<file path="src/spq_pkg.sv">
`default_nettype none
package spq_pkg;

  localparam int CAPACITY = 16;
  localparam int IdxW     = $clog2(CAPACITY);
  localparam int CntW     = $clog2(CAPACITY + 1);

  localparam logic [1:0] CMD_INSERT = 2'd0;
  localparam logic [1:0] CMD_REMOVE = 2'd1;
  localparam logic [1:0] CMD_FIND   = 2'd2;

  localparam logic [1:0] ST_OK        = 2'd0;
  localparam logic [1:0] ST_NOT_FOUND = 2'd1;
  localparam logic [1:0] ST_FULL      = 2'd2;

  typedef struct packed {
    logic [1:0]         command;
    logic signed [31:0] value;
  } spq_cmd_t;

  typedef struct packed {
    logic [1:0]         status;
    logic [3:0]         position;
    logic signed [31:0] head_value;
    logic               head_valid;
    logic [4:0]         entry_count;
  } spq_res_t;

  typedef struct packed {
    logic lt;
    logic eq;
  } spq_cmp_t;

endpackage
`default_nettype wire

</file>
<file path="src/spq_ram.sv">
`default_nettype none
module spq_ram #(
  parameter int Width = 32,
  parameter int Depth = 16
) (
  input  wire logic                     clk_i,
  input  wire logic                     we_i,
  input  wire logic [$clog2(Depth)-1:0] waddr_i,
  input  wire logic [Width-1:0]         wdata_i,
  input  wire logic [$clog2(Depth)-1:0] raddr_i,
  output logic      [Width-1:0]         rdata_o
);

  logic [Width-1:0] mem_q [Depth];

  always_ff @(posedge clk_i) begin
    if (we_i) begin
      mem_q[waddr_i] <= wdata_i;
    end
    rdata_o <= mem_q[raddr_i];
  end

endmodule
`default_nettype wire

</file>
<file path="src/spq_cmp.sv">
`default_nettype none
module spq_cmp import spq_pkg::*; (
  input  wire logic signed [31:0] entry_i,
  input  wire logic signed [31:0] value_i,
  output spq_cmp_t                flags_o
);

  // signed compare of a stored entry against the operand
  assign flags_o.lt = entry_i < value_i;
  assign flags_o.eq = entry_i == value_i;

endmodule
`default_nettype wire

</file>
<file path="src/sorted_priority_queue.sv">
`default_nettype none
// Sorted priority queue: up to CAPACITY signed 32-bit values held in ascending
// order in a single-port-read RAM.
// Command channel: cmd_i (command, value) is taken at a rising edge with
// start high and busy low. busy stays high until the command has finished.
// Result channel: result_o (status, position, head value and valid, entry
// count) is shown for exactly one cycle with valid_o high; the receiver cannot
// stall, so every result must be taken in that cycle.
// Operation: one sequencer walks the store one entry at a time through the
// RAM read port and the shared comparator, reading in StScan and comparing
// in StCmp. An insert stops at the first entry not below its value, moves
// the entries from there up and writes the value in StPut; a remove hit
// moves the entries above the match down; a find hit stops at the match.
// Rejected inserts and unused commands skip straight to the head read. All
// commands end in StHeadRd and StHeadWait; busy drops as the result shows.
// Only one command is in flight; a new one may start in the cycle in which
// the previous result is on the ports.
// Reset clears the entry count and the sequencer; the RAM itself is not
// cleared, since only entries below the count are ever used.
module sorted_priority_queue import spq_pkg::*; (
  input  wire logic     clk_i,
  input  wire logic     rst_ni,
  input  wire logic     start,
  output logic          busy,
  input  wire spq_cmd_t cmd_i,
  output logic          valid_o,
  output spq_res_t      result_o
);

  typedef enum logic [3:0] {
    StIdle, StScan, StCmp, StShiftRd, StShiftWr, StPut, StHeadRd, StHeadWait
  } state_e;

  state_e                 state_q, state_d;
  logic [1:0]             cmd_q, cmd_d;
  logic signed [31:0]     val_q, val_d;
  logic [CntW-1:0]        count_q, count_d;
  logic [CntW-1:0]        idx_q, idx_d;
  logic [CntW-1:0]        j_q, j_d;
  logic [1:0]             status_q, status_d;
  logic                   valid_q, valid_d;
  spq_res_t               res_q, res_d;

  logic                   we;
  logic [IdxW-1:0]        waddr;
  logic [31:0]            wdata;
  logic [IdxW-1:0]        raddr;
  logic [31:0]            rdata;
  spq_cmp_t               flags;
  logic [CntW-1:0]        j_dec;
  logic [CntW-1:0]        j_inc;

  spq_ram #(
    .Width(32),
    .Depth(CAPACITY)
  ) u_ram (
    .clk_i  (clk_i),
    .we_i   (we),
    .waddr_i(waddr),
    .wdata_i(wdata),
    .raddr_i(raddr),
    .rdata_o(rdata)
  );

  spq_cmp u_cmp (
    .entry_i(rdata),
    .value_i(val_q),
    .flags_o(flags)
  );

  assign j_dec = j_q - 1'b1;
  assign j_inc = j_q + 1'b1;
  assign busy  = (state_q != StIdle);

  always_comb begin
    state_d  = state_q;
    cmd_d    = cmd_q;
    val_d    = val_q;
    count_d  = count_q;
    idx_d    = idx_q;
    j_d      = j_q;
    status_d = status_q;
    valid_d  = 1'b0;
    res_d    = res_q;
    we       = 1'b0;
    waddr    = j_q[IdxW-1:0];
    wdata    = rdata;
    raddr    = idx_q[IdxW-1:0];

    unique case (state_q)
      StIdle: begin
        if (start) begin
          cmd_d    = cmd_i.command;
          val_d    = cmd_i.value;
          idx_d    = '0;
          status_d = ST_NOT_FOUND;
          if (cmd_i.command == CMD_INSERT) begin
            if (count_q == CntW'(CAPACITY)) begin
              status_d = ST_FULL;
              state_d  = StHeadRd;
            end else begin
              state_d = StScan;
            end
          end else if (cmd_i.command == CMD_REMOVE || cmd_i.command == CMD_FIND) begin
            state_d = StScan;
          end else begin
            state_d = StHeadRd;
          end
        end
      end

      StScan: begin
        // issue a read of the next entry, or stop at the end of the store
        if (idx_q == count_q) begin
          if (cmd_q == CMD_INSERT) begin
            state_d = StPut;
          end else begin
            state_d = StHeadRd;
          end
        end else begin
          state_d = StCmp;
        end
      end

      StCmp: begin
        if (cmd_q == CMD_INSERT) begin
          if (flags.lt) begin
            idx_d   = idx_q + 1'b1;
            state_d = StScan;
          end else begin
            j_d     = count_q;
            state_d = StShiftRd;
          end
        end else if (flags.eq) begin
          if (cmd_q == CMD_FIND) begin
            status_d = ST_OK;
            state_d  = StHeadRd;
          end else begin
            j_d     = idx_q;
            state_d = StShiftRd;
          end
        end else begin
          idx_d   = idx_q + 1'b1;
          state_d = StScan;
        end
      end

      StShiftRd: begin
        if (cmd_q == CMD_INSERT) begin
          // open a gap at the insert point: move entries up from the top
          raddr = j_dec[IdxW-1:0];
          if (j_q == idx_q) begin
            state_d = StPut;
          end else begin
            state_d = StShiftWr;
          end
        end else begin
          // close the gap left by the removed entry: move entries down
          raddr = j_inc[IdxW-1:0];
          if (j_inc >= count_q) begin
            count_d  = count_q - 1'b1;
            status_d = ST_OK;
            state_d  = StHeadRd;
          end else begin
            state_d = StShiftWr;
          end
        end
      end

      StShiftWr: begin
        we = 1'b1;
        if (cmd_q == CMD_INSERT) begin
          j_d = j_dec;
        end else begin
          j_d = j_inc;
        end
        state_d = StShiftRd;
      end

      StPut: begin
        we       = 1'b1;
        waddr    = idx_q[IdxW-1:0];
        wdata    = val_q;
        count_d  = count_q + 1'b1;
        status_d = ST_OK;
        state_d  = StHeadRd;
      end

      StHeadRd: begin
        raddr   = '0;
        state_d = StHeadWait;
      end

      StHeadWait: begin
        valid_d              = 1'b1;
        res_d.status         = status_q;
        res_d.position       = (status_q == ST_OK) ? 4'(idx_q) : 4'd0;
        res_d.head_valid     = (count_q != '0);
        res_d.head_value     = (count_q != '0) ? rdata : 32'sd0;
        res_d.entry_count    = 5'(count_q);
        state_d              = StIdle;
      end

      default: begin
        state_d = StIdle;
      end
    endcase
  end

  always_ff @(posedge clk_i or negedge rst_ni) begin
    if (!rst_ni) begin
      state_q  <= StIdle;
      count_q  <= '0;
      valid_q  <= 1'b0;
      cmd_q    <= CMD_INSERT;
      idx_q    <= '0;
      j_q      <= '0;
      status_q <= ST_NOT_FOUND;
    end else begin
      state_q  <= state_d;
      count_q  <= count_d;
      valid_q  <= valid_d;
      cmd_q    <= cmd_d;
      idx_q    <= idx_d;
      j_q      <= j_d;
      status_q <= status_d;
    end
  end

  // payload: hold operand and result without reset
  always_ff @(posedge clk_i) begin
    val_q <= val_d;
    res_q <= res_d;
  end

  assign valid_o  = valid_q;
  assign result_o = res_q;

endmodule
`default_nettype wire

</file>
<file path="config.mk">
export PLATFORM = sky130hd
export DESIGN_NAME = sorted_priority_queue
export DESIGN_NICKNAME = d
export VERILOG_FILES = /design/src/spq_pkg.sv /design/src/spq_ram.sv /design/src/spq_cmp.sv /design/src/sorted_priority_queue.sv
export SDC_FILE = /design/constraint.sdc
export NUM_CORES = 1
export LEC_CHECK = 0
export BUFFER_PORTS_ARGS = -buffer_cell sky130_fd_sc_hd__buf_2
export CAP_MARGIN = 10
export CORE_MARGIN = 2
export CORE_UTILIZATION = 56
export DETAILED_ROUTE_END_ITERATION = 7
export GPL_TIMING_DRIVEN = 0
export MAX_ROUTING_LAYER = met4
export PLACE_DENSITY = 0.76
export SYNTH_ARGS = -nofsm -noshare
export SYNTH_HDL_FRONTEND = slang
export SYNTH_SLANG_ARGS = --single-unit
</file>
<file path="constraint.sdc">
create_clock -name clk_i -period 3.4 [get_ports clk_i]
set_clock_uncertainty 0.15 [all_clocks]
set_input_delay 0.17 -clock clk_i [delete_from_list [all_inputs] [get_ports clk_i]]
set_output_delay 0.17 -clock clk_i [all_outputs]
set_load 0.01 [all_outputs]
</file>
==> impl_results.md, run 1 <==
- MaxCap Viol Count: 0
- CTS tree: yes
- Clk slew on worst S/H paths: 0.06 ns
- Clock sink count: 643
- Pwr dens: 904 nW/um^2
- Via-to-Cell Ratio: 6.21
- Max Slew Vio Count: 0
- Height of the chip: 219 um
- Skew-Pair Late Insertion Delay: 0.63 ns
- Final cell count without fillers: 2,350
- Vias: 14,600
- Worst setup path startpoint: j_q[0]
- Syn avg cell area: 17.7 sq um
- Number of synthesized flops with an enable pin: 588
- Gpl congestion: 0.899
- CORE AREA: 45,500 sq um
- CP startpoint kind: flip-flop
- Outcome: completed
- CP endpoint kind: flip-flop
- Arrival time worst endpoint: 3.69 ns
- Worst slew margin: 28.5%
- Yosys warnings: 0
- Seq/Total Area, Yosys: 73.1%
- Post-layout net count: 1,783
- Deepest clock path buffer count: 3
- Layout cells sized above 1: 27.3%
- Vias in the first global route: 14,600
- Mapped Area: 25,800 sq um
- Fin crit share: 99.0%
- Syn nets: 1,541
- Initial core utilization: 56.8%
- HP Start: cmd_i[5]
- First-pass GRT wire length: 91.2 mm
- Num CTS Buffers: 61
- Largest fanout on the critical path: 10
- Largest area contributor in the netlist: edfxtp_1
- Final Util: 67.0%
- Htree depth: 2
- Initial antenna violation count: 1
- GRT Overall Usage: 27.2%
- FMAX: 0.297 GHz
- Slew of the pin with the lowest slew margin: 1.07 ns
- Die X: 219 um
- Hold Crit Class: in -> reg
- Synth area leaders: edfxtp_1 (68%), mux4_2 (11%), dfxtp_1 (2.5%)
- Largest net degree at the start of global routing: 26
- Critical R2R Launch: j_q[0]
- Synthesized flop and latch total: 643
- Port Buffers: 82
- Drt pass-1 iters: 7
- Min cycle time layout: 3.36 ns
- Final Power: 27.6 mW
- Ys flop type: edfxtp_1
- Row cnt: 78
- Top cells by count, synth: edfxtp_1 (588), mux4_2 (129), nand2_1 (126)
- Maximum vdd drop: 0.538 mV
- Final hold violations: 0
- Leak Pwr: 10.4 nW
- Worst path required time: 3.72 ns
- Synth async-reset ratio: 3.58%
- Syn Inst Count: 1,459
- Drc violations: 0
- GRT overflow: 0
- Avg WL per Cell: 26.3 um
- I/O pin total: 83
- Layout area overhead: 17.9%
- Endpoints failing setup: 0
- Yosys cell types: 61
- Yosys top cell area share: 68.3%
- WL final: 61.8 mm
- Most common cell in the netlist: edfxtp_1
- # diodes: 0
- Post-placement cell count: 2,173
- Root buffer selected by CTS: clkbuf_16
- Die Area: 47,900 sq um
- Antenna Nets Post-Route: 0
- Drt initial violations: 1,895
- Post-DP HPWL: 37.4 mm
- Critical path class: reg -> reg
## cell type report
| type | instances | area (sq um) |
|---|---|---|
| Tap cell | 600 | 751 |
| Clock buffer | 76 | 1610 |
| Clock inverter | 36 | 349 |
| Multi-Input combinational cell | 691 | 6700 |
| Timing Repair Buffer | 181 | 1530 |
| Buffer | 72 | 462 |
| Inverter | 51 | 191 |
| Sequential cell | 643 | 18900 |
| Fill cell | 2967 | 15000 |
## power by group
| part | switching [mW] | internal (mW) |
|---|---|---|
| clock network | 2.89 | 3.81 |
| logic | 5.66 | 3.63 |
| registers | 0.498 | 11.1 |
## worst max-delay path: stages, from the launching register on
cell,delay [ns]
dfrtp_1,0.38
buf_4,0.19
inv_1,0.07
ha_1,0.39
xnor2_1,0.18
o22ai_2,0.16
a22o_4,0.18
buf_8,0.18
buf_12,0.18
mux4_2,0.54
and2_1,0.21
a211oi_2,0.28
a31oi_1,0.11
## cells by family after synthesis
kind of cell | count (synthesis) | share of synthesized area [%]
DFF | 643 | 73.1
and+or+nand+nor | 294 | 5.47
xor gates and xnor gates | 22 | 0.746
muxes | 141 | 11.7
AOI/OAI and AO/OA | 189 | 4.66
buffers and inverters | 125 | 2.12
adders and majority gates | 45 | 2.21
## worst paths after layout
| check | slack [ns] | end | cells past startpoint |
|---|---|---|---|
| min | 0.1 | val_q[5] | 2 |
| max reg2reg | 0.04 | u_ram.rdata_o[16] | 12 |
| min reg2reg | 0.36 | status_q[0] | 1 |
| min in group asynchronous | 0.47 | idx_q[1] | 4 |
| max | 0.04 | u_ram.rdata_o[16] | 12 |
| max in group asynchronous | 2.47 | j_q[1] | 4 |
## sequential cells by signal (all words and copies together) (netlist names)
| signal | cells |
|---|---|
| valid_o | 1 |
| status_q | 2 |
| result_o | 44 |
| u_ram.mem_q | 512 |
| val_q | 32 |
| u_ram.rdata_o | 32 |
| state_q | 3 |
| count_q | 5 |
| idx_q | 5 |
| cmd_q | 2 |
| j_q | 5 |
## stage by stage
stage          worst slack, ns  cell area (sq um)   TNS, ns  hold slack [ns]
6_report                0.0352              30500         0           0.0951
5_1_grt               -0.00233              30500  -0.00282           0.0859
4_1_cts                0.00654              30200         0           0.0649
3_5_place_dp            -0.663              27600   -184.70           0.0511
3_3_place_gp             -2.47              27000  -1239.87           0.0475
2_1_floorplan           -0.202              25900    -60.47           -0.276
## cell usage in the layout (no fill, tap or decap), types with 7 or more instances in the layout
cell,count
a211oi_1,25
a211oi_2,9
a21oi_1,27
a31oi_1,37
and2_1,35
buf_12,26
buf_2,111
buf_4,32
clkbuf_1,25
clkbuf_16,62
clkbuf_2,19
clkinv_1,15
clkinv_2,11
dfrtp_1,21
dfxtp_1,32
dlygate4sd3_1,39
edfxtp_1,588
ha_1,44
inv_1,49
mux4_2,129
nand2_1,126
nand3_1,12
nand4_1,9
nor2_1,25
nor2_4,17
nor2b_1,34
nor3_1,9
o21ai_0,29
o21ai_1,12
o21ai_2,13
xnor2_1,15
xor2_1,7
## per-layer routing
layer | track usage (%) | share of wire [%] | vias up
met5 | - | 0 | -
met4 | 9.28 | 3.0 | 0
met3 | 5.27 | 9.6 | 124
met2 | 42.8 | 49 | 845
met1 | 36.3 | 39 | 7383
li1 | - | - | 6233
## repair_timing
item,in CTS,in global routing
endpoints found under the hold margin,61,0
hold buffers,40,0
pin swaps,8,12
buffers inserted,9,18
setup endpoints to repair,785,587
gates cloned,0,0
resized for setup,56,55
(Power assumes the default switching activity.)
==> run 2, diff against run 1 <==
--- a/config.mk
+++ b/config.mk
@@ -8,11 +8,11 @@
 export BUFFER_PORTS_ARGS = -buffer_cell sky130_fd_sc_hd__buf_2
 export CAP_MARGIN = 10
 export CORE_MARGIN = 2
-export CORE_UTILIZATION = 56
+export CORE_UTILIZATION = 62
 export DETAILED_ROUTE_END_ITERATION = 7
 export GPL_TIMING_DRIVEN = 0
 export MAX_ROUTING_LAYER = met4
-export PLACE_DENSITY = 0.76
+export PLACE_DENSITY = 0.8
 export SYNTH_ARGS = -nofsm -noshare
 export SYNTH_HDL_FRONTEND = slang
 export SYNTH_SLANG_ARGS = --single-unit
==> constraint.sdc (replaced) <==
create_clock -name clk_i -period 3.5 [get_ports clk_i]
set_clock_uncertainty 0.15 [all_clocks]
set_input_delay 0.175 -clock clk_i [delete_from_list [all_inputs] [get_ports clk_i]]
set_output_delay 0.175 -clock clk_i [all_outputs]
set_load 0.01 [all_outputs]
==> run 2 against run 1 <==
The flow now finishes with violations (negative setup slack). Core utilization rose by 7.3 points. Sequential share of layout area is essentially flat. Sequential cell count is the same. Global-route usage grew 4.4 points. Routed wire length up 6.5%. Critical endpoint is now j_q[0]. Highest routed layer unchanged.
==> impl_results.md, run 2 (same netlist as run 1, synthesis figures left out) <==
- Pre-CTS setup slack: -0.725 ns (-0.0616 ns)
- R2R depth: 10 (-2)
- Num CTS Buffers: 66 (+8.2%)
- Drc violations: 0 (unchanged)
- FMAX: 0.286 GHz (-3.9%)
- Setup ws final: -0.00252 ns (-0.0378 ns)
- Worst path required time: 3.81 ns (+0.09 ns)
- RSZ-0062 raised after global routing: true
- Final instance area: 30,500 sq um (about the same)
- Drt initial violations: 1,975 (+4.2%)
- Fin crit share: 100% (+1.1 points)
- # diodes: 0 (unchanged)
- Vias in the first global route: 15,500 (+6.1%)
- Htree depth: 3 (+1)
- Most frequent cells in the layout: edfxtp_1 (588), mux4_2 (129), nand2_1 (126), buf_2 (108), clkbuf_16 (68)
- CP peak stage delay: 0.50 ns (-0.04 ns)
- Vias: 15,000 (+2.9%)
- Initial core utilization: 63.0% (+6.2 points)
- Fillers: 2,243 (-24%)
- Multi-input logic area: 6700 sq um (about the same)
- Final hold violations: 0 (unchanged)
- Arrival time worst endpoint: 3.81 ns (+0.12 ns)
- GRT overflow: 0 (unchanged)
- Die Area: 43,300 sq um (-9.5%)
- Min-Delay Path Depth: 2 (unchanged)
- Critical path class: reg -> reg
- Initial antenna violation count: 0 (-1)
- Clk slew on worst S/H paths: 0.06 ns (about the same)
- Critical R2R Launch: val_q[14]
- Critical path, cell by cell: inv_1 > ha_1 > nand4_1 > nor3_4 > a21bo_2 > a21oi_1 > o31a_1 > o21ai_1 > o31a_1 > mux2_1
- Skew-Pair Late Insertion Delay: 0.58 ns (-0.05 ns)
- Largest register by flop count: u_ram.mem_q
- CP endpoint kind: flip-flop
- Post-placement cell count: 2,102 (-3.3%)
- Outcome: finished with violations
- Endpoints failing setup: 2 (+2)
- Hold Crit Class: in -> reg
- Pwr dens: 902 nW/um^2 (-0.31%)
- Seq. cell area: 18,900 sq um (unchanged)
- Leak Pwr: 10.4 nW (+0.19%)
- Reg2reg end: j_q[0]
- CTS tree: yes
- Max reg flops: 512 (unchanged)
- Post-DP HPWL: 38.8 mm (+3.8%)
- Largest net degree at the start of global routing: 26 (unchanged)
- Gpl congestion: 0.888 (-1.3%)
- Largest fanout on the critical path: 4 (-6)
- Clock sink count: 643 (unchanged)
- WL final: 65.8 mm (+6.5%)
- Most used cell, CP: o31a_1
- Antenna Nets Post-Route: 0 (unchanged)
- Deepest clock path buffer count: 3 (unchanged)
- Failing checks: negative setup slack
- MaxCap Viol Count: 0 (unchanged)
- Critical path's slowest cell: nand4_1
- Port Buffers: 82 (unchanged)
- HP Start: cmd_i[21]
- Most common cell after layout, fill and taps aside: edfxtp_1
- End of the worst hold path: val_q[21]
- Slew of the pin with the lowest slew margin: 1.11 ns (+0.0467 ns)
- CP startpoint kind: flip-flop
- Final Power: 27.5 mW (-0.32%)
- Layout cells sized above 1: 26.6% (-0.62 points)
- Die X: 208 um (-4.9%)
- Layout area overhead: 17.9% (about the same)
- Max Slew Vio Count: 0 (unchanged)
- Worst slew margin: 25.4% (-3.0 points)
- Post-layout net count: 1,769 (-0.79%)
- Final cell count without fillers: 2,270 (-3.4%)
- Height of the chip: 208 um (-4.9%)
- CORE AREA: 41,000 sq um (-9.8%)
- Row cnt: 74 (-5.1%)
- First-pass GRT wire length: 96.5 mm (+5.9%)
- Placed cell area: 27,500 sq um (-0.33%)
- I/O pin total: 83 (unchanged)
- Avg WL per Cell: 29.0 um (+10%)
- Via-to-Cell Ratio: 6.61 (+6.5%)
- Reg2Reg Setup Slack: -0.003 ns (-0.04 ns)
- Min cycle time layout: 3.50 ns (+0.138 ns)
- Maximum vdd drop: 0.423 mV (-21%)
- Drt pass-1 iters: 8 (+1)
- Root buffer selected by CTS: clkbuf_16
- GRT Overall Usage: 31.7% (+4.4 points)
## run 2: cell count changes in the layout (fill, tap and decap cells not counted), sizes merged
| cell | change |
|---|---|
| dlygate4sd3 | -1 |
| clkinv | -5 |
| clkbuf | +13 |
| buf | -18 |
| clkinvlp | -1 |
## run 2: cell type report
class / instances / area share, %
sequential: 643 / 62.0
multi-input combinational: 691 / 22.0
clock buffer: 89 / 6.07
timing repair buffer: 162 / 4.73
tap: 532 / 2.18
buffer: 72 / 1.41
clock inverter: 30 / 1.02
inverter: 51 / 0.628
## run 2: timing repair
| item | 4_1_cts | 5_1_grt |
|---|---|---|
| endpoints found under the setup margin | 842 | 420 |
| hold endpoints to repair | 61 | 0 |
| setup buffers | 9 | 4 |
| cloned | 0 | 0 |
| resized for setup | 35 | 64 |
| pin swaps | 8 | 5 |
| hold buffers | 38 | 0 |
## run 2: worst max-delay path by stage
| stage | startpoint | slack, ns | end |
|---|---|---|---|
| 6_report | val_q[14] | -0.003 | j_q[0] |
| 4_1_cts | state_q[1] | 0.004 | u_ram.mem_q[11][25] |
| 2_1_floorplan | state_q[0] | -0.10 | u_ram.mem_q[12][0] |
| 3_5_place_dp | state_q[0] | -0.72 | u_ram.mem_q[11][27] |
| 5_1_grt | j_q[2] | -0.07 | u_ram.rdata_o[28] |
| 3_3_place_gp | state_q[0] | -2.31 | u_ram.mem_q[0][17] |
## run 2: per-stage QoR
step	TNS, ns	hold WS, ns	util, %
floorplan	-26.96	-0.271	-
global placement	-1134.63	0.0394	65.6
detailed placement	-166.12	0.0463	67.0
CTS	0	0.123	73.8
global route	-0.434	0.144	74.3
finish	-0.00322	0.148	74.3
## run 2: critical path, delay by kind of cell (launching register included)
kind / cells / cell delay, ns
AOI/OAI and AO/OA: 5 / 1.27
and+or+nand+nor: 2 / 0.89
adders and majority gates: 1 / 0.34
muxes: 1 / 0.34
DFF: 1 / 0.33
buffers and inverters: 1 / 0.07
## run 2: where the power goes
part	internal (mW)	total, mW	switching, mW
Sequential	10.8	11.3	0.527
Combinational	3.46	9.15	5.68
Clock	4.16	7.03	2.87
## run 2: layer usage
layer,GRT usage (%),share of wire [%]
met1,38.7,35
met2,52.3,50
met3,6.45,10
met4,13.2,4.2
met5,-,0
